[config.mk]
export PLATFORM = sky130hd
export DESIGN_NAME = chaotic_map_bit_generator_flat
export DESIGN_NICKNAME = d
export VERILOG_FILES = /design/src/sv/cmbg_pkg.sv /design/src/sv/cmbg_in_if.sv /design/src/sv/cmbg_out_if.sv /design/src/sv/cmbg_cfg_if.sv /design/src/sv/chaotic_map_bit_generator.sv /design/src/flat_wrapper.sv
export SDC_FILE = /design/constraint.sdc
export NUM_CORES = 2
export LEC_CHECK = 0
export ABC_AREA = 1
export BUFFER_PORTS_ARGS = -buffer_cell sky130_fd_sc_hd__buf_4
export CAP_MARGIN = 30
export CORE_MARGIN = 2
export CORE_UTILIZATION = 45
export CTS_CLUSTER_SIZE = 24
export DETAILED_ROUTE_END_ITERATION = 10
export GPL_TIMING_DRIVEN = 0
export PLACE_DENSITY_LB_ADDON = 0.05
export SLEW_MARGIN = 20
export SYNTH_ARGS = -nofsm -noshare
export SYNTH_HDL_FRONTEND = slang
export SYNTH_SLANG_ARGS = --single-unit
[constraint.sdc]
create_clock -name clk -period 9.4 [get_ports clk]
set_clock_uncertainty 0.15 [all_clocks]
set_input_delay 0.94 -clock clk [delete_from_list [all_inputs] [get_ports clk]]
set_output_delay 0.94 -clock clk [all_outputs]
set_load 0.05 [all_outputs]
[src/sv/cmbg_pkg.sv]
`timescale 1ns / 1ps

package cmbg_pkg;

	// configuration write channel widths
	localparam int CFG_IDX_W  = 3;
	localparam int CFG_DATA_W = 32;

	// register field widths
	localparam int GAIN_W  = 32;
	localparam int SEED_W  = 32;
	localparam int SKIP_W  = 16;
	localparam int VALUE_W = 8;

	// digit width of the shared multiplier (state side)
	localparam int DIGIT_W = 16;

	// packer geometry
	localparam int PACK_CNT_W = 3;
	localparam logic [PACK_CNT_W-1:0] PACK_LAST = 3'd7;

	// register indexes
	typedef enum logic [CFG_IDX_W-1:0] {
		REG_GAIN_NEG  = 3'd0,
		REG_GAIN_POS  = 3'd1,
		REG_SEED      = 3'd2,
		REG_SKIP      = 3'd3,
		REG_PACK_MODE = 3'd4
	} cfg_reg_t;

	// sequencer states
	typedef enum logic [1:0] {
		ST_IDLE,
		ST_MUL,
		ST_FIN,
		ST_EMIT
	} seq_state_t;

endpackage

[src/sv/cmbg_in_if.sv]
`timescale 1ns / 1ps

interface cmbg_in_if;
	logic valid;
	logic ready;
	logic reseed;

	modport source (output valid, output reseed, input ready);
	modport sink (input valid, input reseed, output ready);
endinterface

[src/sv/cmbg_out_if.sv]
`timescale 1ns / 1ps

interface cmbg_out_if;
	logic                         valid;
	logic                         ready;
	logic [cmbg_pkg::VALUE_W-1:0] out_value;

	modport source (output valid, output out_value, input ready);
	modport sink (input valid, input out_value, output ready);
endinterface

[src/sv/cmbg_cfg_if.sv]
`timescale 1ns / 1ps

interface cmbg_cfg_if;
	logic                            valid;
	logic                            ready;
	logic [cmbg_pkg::CFG_IDX_W-1:0]  index;
	logic [cmbg_pkg::CFG_DATA_W-1:0] data;

	modport source (output valid, output index, output data, input ready);
	modport sink (input valid, input index, input data, output ready);
endinterface

[src/sv/chaotic_map_bit_generator.sv]
`timescale 1ns / 1ps

// Piecewise linear chaotic map bit source.
// in_ch: one beat per request. reseed=1 loads seed_value into the map state and
// clears the byte packer (no result); reseed=0 runs skip_count discarded map
// iterations and one output iteration whose starting sign gives the bit.
// out_ch: bit mode gives the bit in bit 0; packed mode gives one byte (first bit
// in bit 7) after every eighth request, nothing for the others.
// cfg_ch: register writes by index, always ready; write only while idle.
// One map iteration runs on a single 32 x 17 multiplier fed one 16-bit state
// digit per cycle, then a shift, add and saturate step; the state is split into
// ND = ceil(STATE_WIDTH / 16) digits.
// A request runs skip_count + 1 map iterations from its accept beat until the
// result is loaded into the output register; a reseed keeps in_ch ready.
// in_ch is not ready from a request's accept beat until its result is loaded, so
// a new request is not taken before the last one is through.
// The output register holds a result until taken; a new request may be accepted
// meanwhile and waits before loading its own result while the receiver stalls.
// Reset loads register defaults and clears the map state and the packer.
module chaotic_map_bit_generator #(
	parameter int STATE_WIDTH = 32,
	parameter int FRAC_BITS   = 28
) (
	input  logic          clk,
	input  logic          arst_n,
	cmbg_cfg_if.sink      cfg_ch,
	cmbg_in_if.sink       in_ch,
	cmbg_out_if.source    out_ch
);

	localparam int DW   = cmbg_pkg::DIGIT_W;
	localparam int ND   = (STATE_WIDTH + DW - 1) / DW;
	localparam int XW   = ND * DW;
	localparam int AW   = XW + cmbg_pkg::GAIN_W + 1;
	localparam int DGW  = (ND > 1) ? $clog2(ND) : 1;
	localparam int SUMW = ((AW > FRAC_BITS + 2) ? AW : FRAC_BITS + 2) + 1;
	localparam int EW   = (STATE_WIDTH > cmbg_pkg::SEED_W) ? STATE_WIDTH : cmbg_pkg::SEED_W;
	localparam int PW   = cmbg_pkg::GAIN_W + DW + 1;

	localparam logic [DGW-1:0]         DIG_TOP = DGW'(ND - 1);
	localparam logic signed [SUMW-1:0] ONE     = SUMW'(1) <<< FRAC_BITS;
	localparam logic [STATE_WIDTH-1:0] SAT_MAX = {1'b0, {(STATE_WIDTH-1){1'b1}}};
	localparam logic [STATE_WIDTH-1:0] SAT_MIN = {1'b1, {(STATE_WIDTH-1){1'b0}}};

	cmbg_pkg::seq_state_t st_q, st_d;

	logic [cmbg_pkg::GAIN_W-1:0]     gneg_q, gpos_q;
	logic [cmbg_pkg::SEED_W-1:0]     seed_q;
	logic [cmbg_pkg::SKIP_W-1:0]     skip_q, iter_q;
	logic                            packed_q;
	logic [STATE_WIDTH-1:0]          map_q;
	logic [AW-1:0]                   acc_q;
	logic [DGW-1:0]                  dig_q;
	logic                            bit_q;
	logic [cmbg_pkg::PACK_CNT_W-1:0] cnt_q;
	logic [cmbg_pkg::VALUE_W-1:0]    byte_q, odata_q, byte_new;
	logic                            oval_q;

	logic                     in_acc, cfg_acc, slot_free, need_out, emit_go;
	logic signed [XW-1:0]     x_ext;
	logic [DW-1:0]            digit;
	logic signed [DW:0]       digit_s;
	logic [cmbg_pkg::GAIN_W-1:0] gain;
	logic signed [PW-1:0]     prod;
	logic [AW-1:0]            acc_base, acc_next;
	logic signed [AW-1:0]     shifted;
	logic signed [SUMW-1:0]   sum;
	logic [SUMW-STATE_WIDTH:0] sum_top;
	logic [STATE_WIDTH-1:0]   iter_res;
	logic signed [EW-1:0]     seed_ext;
	logic [EW-STATE_WIDTH:0]  seed_top;
	logic [STATE_WIDTH-1:0]   seed_sat;
	logic [cmbg_pkg::PACK_CNT_W-1:0] pos;

	// handshakes
	assign cfg_ch.ready = 1'b1;
	assign cfg_acc      = cfg_ch.valid;
	assign in_acc       = in_ch.valid && in_ch.ready;
	assign out_ch.valid     = oval_q;
	assign out_ch.out_value = odata_q;

	// multiplier digit step: one signed state digit times the selected gain
	assign x_ext   = XW'($signed(map_q));
	assign digit   = x_ext[dig_q*DW +: DW];
	assign digit_s = {(dig_q == DIG_TOP) & digit[DW-1], digit};
	assign gain    = map_q[STATE_WIDTH-1] ? gneg_q : gpos_q;
	assign prod    = $signed(gain) * digit_s;
	assign acc_base = (dig_q == DIG_TOP) ? '0 : (acc_q << DW);
	assign acc_next = acc_base + AW'(prod);

	// finish step: rescale, add or subtract one, saturate
	assign shifted  = $signed(acc_q) >>> FRAC_BITS;
	assign sum      = map_q[STATE_WIDTH-1] ? (SUMW'(shifted) + ONE) : (SUMW'(shifted) - ONE);
	assign sum_top  = sum[SUMW-1:STATE_WIDTH-1];
	assign iter_res = ((&sum_top) || !(|sum_top)) ? sum[STATE_WIDTH-1:0]
	                : (sum[SUMW-1] ? SAT_MIN : SAT_MAX);

	// seed load with saturation to the state width
	assign seed_ext = EW'($signed(seed_q));
	assign seed_top = seed_ext[EW-1:STATE_WIDTH-1];
	assign seed_sat = ((&seed_top) || !(|seed_top)) ? seed_ext[STATE_WIDTH-1:0]
	                : (seed_ext[EW-1] ? SAT_MIN : SAT_MAX);

	// packer insert, msb first
	assign pos      = cmbg_pkg::PACK_LAST - cnt_q;
	assign byte_new = byte_q | (cmbg_pkg::VALUE_W'(bit_q) << pos);

	// next state
	always_comb begin
		st_d = st_q;
		case (st_q)
			cmbg_pkg::ST_IDLE: begin
				if (in_acc && !in_ch.reseed) st_d = cmbg_pkg::ST_MUL;
			end
			cmbg_pkg::ST_MUL: begin
				if (dig_q == '0) st_d = cmbg_pkg::ST_FIN;
			end
			cmbg_pkg::ST_FIN: begin
				st_d = (iter_q == '0) ? cmbg_pkg::ST_EMIT : cmbg_pkg::ST_MUL;
			end
			cmbg_pkg::ST_EMIT: begin
				if (emit_go) st_d = cmbg_pkg::ST_IDLE;
			end
			default: st_d = cmbg_pkg::ST_IDLE;
		endcase
	end

	// sequencer outputs
	always_comb begin
		in_ch.ready = (st_q == cmbg_pkg::ST_IDLE);
		slot_free   = !oval_q || out_ch.ready;
		need_out    = !packed_q || (cnt_q == cmbg_pkg::PACK_LAST);
		emit_go     = (st_q == cmbg_pkg::ST_EMIT) && (!need_out || slot_free);
	end

	always_ff @(posedge clk or negedge arst_n) begin
		if (!arst_n) begin
			st_q     <= cmbg_pkg::ST_IDLE;
			gneg_q   <= 32'h1800_0000;
			gpos_q   <= 32'h1800_0000;
			seed_q   <= '0;
			skip_q   <= '0;
			packed_q <= 1'b0;
			map_q    <= '0;
			iter_q   <= '0;
			dig_q    <= '0;
			bit_q    <= 1'b0;
			cnt_q    <= '0;
			byte_q   <= '0;
			oval_q   <= 1'b0;
		end else begin
			st_q <= st_d;

			// register writes
			if (cfg_acc) begin
				case (cmbg_pkg::cfg_reg_t'(cfg_ch.index))
					cmbg_pkg::REG_GAIN_NEG:  gneg_q   <= cfg_ch.data;
					cmbg_pkg::REG_GAIN_POS:  gpos_q   <= cfg_ch.data;
					cmbg_pkg::REG_SEED:      seed_q   <= cfg_ch.data;
					cmbg_pkg::REG_SKIP:      skip_q   <= cfg_ch.data[cmbg_pkg::SKIP_W-1:0];
					cmbg_pkg::REG_PACK_MODE: packed_q <= cfg_ch.data[0];
					default: ;
				endcase
			end

			// request start or reseed
			if (in_acc) begin
				if (in_ch.reseed) begin
					map_q  <= seed_sat;
					cnt_q  <= '0;
					byte_q <= '0;
				end else begin
					iter_q <= skip_q;
					dig_q  <= DIG_TOP;
				end
			end

			// digit walk
			if (st_q == cmbg_pkg::ST_MUL && dig_q != '0) dig_q <= dig_q - 1'b1;

			// iteration end
			if (st_q == cmbg_pkg::ST_FIN) begin
				map_q <= iter_res;
				bit_q <= !map_q[STATE_WIDTH-1];
				dig_q <= DIG_TOP;
				if (iter_q != '0) iter_q <= iter_q - 1'b1;
			end

			// result and packer update
			if (emit_go && packed_q) begin
				if (need_out) begin
					cnt_q  <= '0;
					byte_q <= '0;
				end else begin
					cnt_q  <= cnt_q + 1'b1;
					byte_q <= byte_new;
				end
			end

			if (emit_go && need_out) oval_q <= 1'b1;
			else if (out_ch.ready) oval_q <= 1'b0;
		end
	end

	// datapath registers
	always_ff @(posedge clk) begin
		if (st_q == cmbg_pkg::ST_MUL) acc_q <= acc_next;
		if (emit_go && need_out) odata_q <= packed_q ? byte_new : cmbg_pkg::VALUE_W'(bit_q);
	end

endmodule

[src/flat_wrapper.sv]
// flat-port wrapper written by rule: the top's interface ports become plain ports
module chaotic_map_bit_generator_flat 
#(
	parameter int STATE_WIDTH = 32,
	parameter int FRAC_BITS   = 28
)
  (clk, arst_n, cfg_ch_valid, cfg_ch_index, cfg_ch_data, cfg_ch_ready, in_ch_valid, in_ch_reseed, in_ch_ready, out_ch_valid, out_ch_out_value, out_ch_ready);
  cmbg_cfg_if cfg_ch_i ();
  cmbg_in_if in_ch_i ();
  cmbg_out_if out_ch_i ();
  input  logic clk;
  input  logic arst_n;
  input wire logic [$bits(cfg_ch_i.valid)-1:0] cfg_ch_valid;
  input wire logic [$bits(cfg_ch_i.index)-1:0] cfg_ch_index;
  input wire logic [$bits(cfg_ch_i.data)-1:0] cfg_ch_data;
  output wire logic [$bits(cfg_ch_i.ready)-1:0] cfg_ch_ready;
  input wire logic [$bits(in_ch_i.valid)-1:0] in_ch_valid;
  input wire logic [$bits(in_ch_i.reseed)-1:0] in_ch_reseed;
  output wire logic [$bits(in_ch_i.ready)-1:0] in_ch_ready;
  output wire logic [$bits(out_ch_i.valid)-1:0] out_ch_valid;
  output wire logic [$bits(out_ch_i.out_value)-1:0] out_ch_out_value;
  input wire logic [$bits(out_ch_i.ready)-1:0] out_ch_ready;
  assign cfg_ch_i.valid = cfg_ch_valid;
  assign cfg_ch_i.index = cfg_ch_index;
  assign cfg_ch_i.data = cfg_ch_data;
  assign cfg_ch_ready = cfg_ch_i.ready;
  assign in_ch_i.valid = in_ch_valid;
  assign in_ch_i.reseed = in_ch_reseed;
  assign in_ch_ready = in_ch_i.ready;
  assign out_ch_valid = out_ch_i.valid;
  assign out_ch_out_value = out_ch_i.out_value;
  assign out_ch_i.ready = out_ch_ready;
  chaotic_map_bit_generator #(.STATE_WIDTH(STATE_WIDTH), .FRAC_BITS(FRAC_BITS)) u_core (.clk(clk), .arst_n(arst_n), .cfg_ch(cfg_ch_i), .in_ch(in_ch_i), .out_ch(out_ch_i));
endmodule
# Word level (Yosys, flattened, before mapping)
# Cells that the tools add are included.
[word_totals] n_memories=0 latchBits=0 in_bits=41 ramBits=0 register_bits=250 rom_bits=0
[classes] n_shift=2 mux=32 div_mod_pow=0 order_cmp=0 add_sub_neg=7 mul=1 bitwise=2 n_reduce_logical=37 eq_ne=12
[ops] op="$mux W32" count=6
[ops] op="$mux W66" count=1
[ops] op="$add A65 B65 Y65" count=1
[ops] op="$mux W65" count=1
[ops] op="$mux W16" count=4
[ops] op="$mul A32 B17 Y49" count=1
[ops] op="$add A37 B30 Y38 const B" count=1
[ops] op="$sub A37 B30 Y38 const B" count=1
[ops] op="$reduce_and A35 Y1" count=1
[ops] op="$reduce_or A35 Y1" count=1
[ops] op="$mux W8" count=4
[ops] op="$shiftx A32 B6 Y16" count=1
[ops] op="$logic_not A16 Y1" count=1
[ops] op="$reduce_and A2 Y1" count=8
[ops] op="$reduce_bool A16 Y1" count=1
[ops] op="$sub A16 B1 Y16 const B" count=1
[ops] op="$mux W3" count=4
[ops] op="$reduce_bool A2 Y1" count=5
[ops] op="$mux W2" count=4
[ops] op="$or A8 B8 Y8" count=1
[ops] op="$pmux W2 S4" count=1
[ops] op="$shl A1 B3 Y8" count=1
[ops] op="$mux W1" count=7
[ops] op="$eq A3 B2 Y1 const B" count=2
[ops] op="18 further kinds" count=34

# Logic depth before layout (Yosys ltp)
[logic_depth] word_depth=8 mapped_depth=47

# Worst setup path before layout
# Ideal clock, no wire load.
[synth_timing] path_kind="register to register" startpoint="register u_core.map_q[31]" endpoint="register u_core.acc_q[45] (data pin)" slack_ns=0.849 period_less_slack_ns=8.551 required_time_ns=8.985 path_stages_with_launch=37 t_arrival_ns=8.136 path_cell_list="dfrtp_1 -> clkbuf_1 -> clkinv_1 -> clkbuf_1 -> nor2_1 -> nor2_1 -> clkbuf_1 -> nand2_1 -> fa_1 -> fa_1 -> inv_1 -> fa_1 -> fa_1 -> fa_1 -> inv_1 -> fa_1 -> inv_1 -> ha_1 -> nand2_1 -> nand2_1 -> a31oi_1 -> nand3_2 -> a21oi_1 -> o21ai_0 -> a21boi_0 -> o21ai_0 -> xor2_1 -> ha_1 -> nand2_1 -> nor2_1 -> a211oi_1 -> nand2_1 -> a21oi_1 -> o21ai_0 -> a21boi_0 -> o21ai_0 -> xor2_1"
[synth_via] elab_chain_cells=4
[synth_lines] element="start, declared" line="chaotic_map_bit_generator.sv:51" rtl="logic [STATE_WIDTH-1:0] map_q;"
[synth_lines] element="start signal, assigned" line="chaotic_map_bit_generator.sv:169" rtl="map_q <= seed_sat;"
[synth_lines] element="start signal, assigned" line="chaotic_map_bit_generator.sv:183" rtl="map_q <= iter_res;"
[synth_lines] element="$shiftx A32 B6 Y16" line="chaotic_map_bit_generator.sv:84" rtl="assign digit = x_ext[dig_q*DW +: DW];"
[synth_lines] element="$and A1 B1 Y1" line="chaotic_map_bit_generator.sv:85" rtl="assign digit_s = {(dig_q == DIG_TOP) & digit[DW-1], digit};"
[synth_lines] element="$mul A32 B17 Y49 (*)" line="chaotic_map_bit_generator.sv:87" rtl="assign prod = $signed(gain) * digit_s;"
[synth_lines] element="$add A65 B65 Y65 (*)" line="chaotic_map_bit_generator.sv:89" rtl="assign acc_next = acc_base + AW'(prod);"
[synth_lines] element="named net u_core.acc_next[45]" line="chaotic_map_bit_generator.sv:65" rtl="logic [AW-1:0] acc_base, acc_next;"
[synth_lines] element="end signal, assigned" line="chaotic_map_bit_generator.sv:207" rtl="if (st_q == cmbg_pkg::ST_MUL) acc_q <= acc_next;"
[synth_lines] element="end, declared" line="chaotic_map_bit_generator.sv:52" rtl="logic [AW-1:0] acc_q;"
# Mark *: on every way through the listed nets, which the timed path passes. The rest lies on a longest branch.
# A chain may end at the register's enable or synchronous reset.

# Final worst setup path
[layout_timing] startpoint="register u_core.map_q[31]" endpoint="register u_core.acc_q[58] (data pin)"
# Same word-level chain as after synthesis.

==> results.md <==
- R2r startpoint: u_core.map_q[31]
- Largest net degree at the start of global routing: 68
- Hold crit path type: in2async
- Post-synthesis sequential area ratio: 0.203
- Flops & latches, synth: 250
- CP Class: reg2reg
- Syn_nets: 4805
- CTS Buf Count: 28
- Area delta synth->final: 12.4%
- Vias post-DR: 26800
- Non-Filler Instances: 5165
- Latest clock arrival within the worst-skew pair: 0.57 ns
- Placed cell count: 5079
- Drt wl/cell: 20.6 microns
- Crit start category: register
- Final worst path period share: 0.966
- RePlAce Congestion: 1.06
- Die height: 274 microns
- Commonest non-fill, non-tap cell in the layout: inv_1
- Crit path largest cell delay: 0.59 ns
- Nets: 4932
- Core ar.: 71700 sq um
- Post-layout util: 0.512
- Placed wire-length estimate: 89.0 mm
- Critical Path Source: u_core.map_q[31]
- Final setup viols: 0
- First-pass GRT wire length: 165 mm
- Commonest non-fill, non-tap cells in the layout: inv_1, nand2_1, fa_1, nor2_1, o21ai_0
- Crit path top cell by count: inv_1
- Vias in the first global route: 27200
- Slowest cell on the critical path: fa_1
- Total global routing overflow: 0
- Buffers & Inverters on Critical Path: 11
- DRC Markers: 0
- DIE AREA: 74900 sq um
- CTS tree: done
- Die X: 274 microns
- Clock Tree Root: clkbuf_16
- Area of the multi-input gates: 22800 sq um
- Delay-heaviest family, CP: adder cells
- Maxcap violations: 0
- Syn Inst Count: 4066
- CP max FO: 10
- Post-synth EDFFs: 73
- FFs w/ async S/R, synth: 0.708
- Starting Density: 0.456
- CP arrival: 9.24 ns
- Share of cells above drive strength 1: 0.0961
- Hold Vio Cnt, Final: 0
- Final Cell Area: 36800 sq um
- Fill cells: 7132
- Primary FF master, synth: dfrtp_1
- Placed cell area: 34500 sq um
- Final max-slew violation count: 0
- IO Pins: 52
- Gr usage total: 0.293
- Max Fclk: 110 MHz
- Rel. slew slack: 0.460
- Final hold slack: 0.161 ns
- Final WL: 106 mm
- Slew at the pin closest to its max-slew limit: 0.810 ns
- Req. time, crit path: 9.56 ns
- CTS H-Tree Depth: 1
- Avg Cell Area, Syn: 8.04 sq um
- Netlist Area Pre-Place: 32700 sq um
- Run status: completed
- RSZ-0062 raised after global routing: true
- Library cells used by synthesis: 51
- Drt via density: 5.19
- Longest Clk Path Bufs: 3
- Initial antenna violation count: 0
- Antenna Violating Nets Remaining: 0
- Pre-antenna DRT Iters: 5
- TritonCTS sink count: 250
- IO Port Bufs: 50
- Sequential cell area: 6630 sq um
- Num rows: 98
- DRT iter0 DRCs: 2134
- Final Critical Period: 9.08 ns
- CP Capture Type: register
- Reg clk slew, reported paths: 0.06 ns
- Synth warn: 0
## per-layer routing
| metal | global-route usage | wire [microns] | vias to the layer above |
|---|---|---|---|
| met5 | 0 | 0 | - |
| met4 | 0.0789 | 3330 | 0 |
| met3 | 0.0387 | 6670 | 145 |
| met2 | 0.451 | 46900 | 765 |
| met1 | 0.433 | 49400 | 13400 |
| li1 | - | - | 12500 |
## timing repair
item,in CTS,in global routing
gates resized for setup,189,234
pin swaps,2,15
setup buffers,11,25
hold buffers,0,0
endpoints found under the setup margin,40,30
## stage by stage
stage | TNS [ns] | setup WS, ns
global route | -0.451 | -0.120
floorplan | 0 | 0.849
detailed placement | -38.07 | -1.52
CTS | 0 | 0.00108
finish | 0 | 0.315
global placement | -62.36 | -2.12
## path summary, 6_finish.rpt
check	depth (start not counted)	slack [ns]	end
max	41	0.32	u_core.acc_q[58]
min	1	0.16	u_core.iter_q[4]
max reg2reg	41	0.32	u_core.acc_q[58]
min reg2reg	1	0.31	u_core.iter_q[0]
max in group asynchronous	2	8.21	u_core.gneg_q[14]
min in group clk	1	0.31	u_core.iter_q[0]
## cells in the mapped netlist, types with 4 or more instances
cell type / number / area share
a21boi_0: 9 / 0.0021
a21o_1: 11 / 0.0025
a21oi_1: 156 / 0.024
a31oi_1: 34 / 0.0065
buf_1: 5 / 0.00057
buf_2: 4 / 0.00061
clkbuf_1: 117 / 0.013
clkinv_1: 6 / 0.00069
dfrtp_1: 173 / 0.13
dfstp_2: 4 / 0.0032
edfxtp_1: 73 / 0.067
fa_1: 523 / 0.32
ha_1: 175 / 0.067
inv_1: 912 / 0.10
inv_2: 7 / 0.00080
mux2i_1: 4 / 0.0012
nand2_1: 766 / 0.088
nand2_2: 15 / 0.0029
nand3_1: 85 / 0.013
nand4_1: 15 / 0.0029
nor2_1: 529 / 0.061
nor2_2: 6 / 0.0011
nor3_1: 17 / 0.0026
nor4_1: 5 / 0.00096
o21ai_0: 238 / 0.036
o21ai_1: 13 / 0.0020
o21bai_1: 6 / 0.0014
o22ai_1: 14 / 0.0027
o31ai_1: 5 / 0.0011
xnor2_1: 36 / 0.0096
xor2_1: 67 / 0.018
## kinds of logic (layout without fill, tap and decap cells)
group           after synthesis  in the layout  synth area share
compound gates              501            501            0.0824
xor+xnor                    103            103            0.0276
fa+ha+maj                   698            698             0.387
buf+inv                    1052           1200             0.121
flops                       250            250             0.203
mux                           4              4           0.00122
other cells                   1              2          0.000115
simple gates               1457           1457             0.178
## cell type report
cell class | instances | area share
well taps | 950 | 0.0323
multi-input cells | 2764 | 0.620
flip-flops and latches | 250 | 0.180
diodes | 1 | 0.0000681
repair buffers | 99 | 0.0235
clock inverters | 12 | 0.00347
clock buffers | 39 | 0.0210
plain buffers | 125 | 0.0231
inverters | 925 | 0.0962
## flip-flops by register name (all words and copies together) (netlist names)
signal and count:
u_core.acc_q 65, u_core.bit_q 1, u_core.byte_q 8, u_core.cnt_q 3, u_core.dig_q 1, u_core.gneg_q 32
u_core.gpos_q 32, u_core.iter_q 16, u_core.map_q 32, u_core.out_ch.out_value 8, u_core.out_ch.valid 1, u_core.packed_q 1
u_core.seed_ext 32, u_core.skip_q 16, u_core.st_q 2
Power is not shown: default switching activity piles up to over one toggle a cycle in this logic, so the estimate is an artifact.
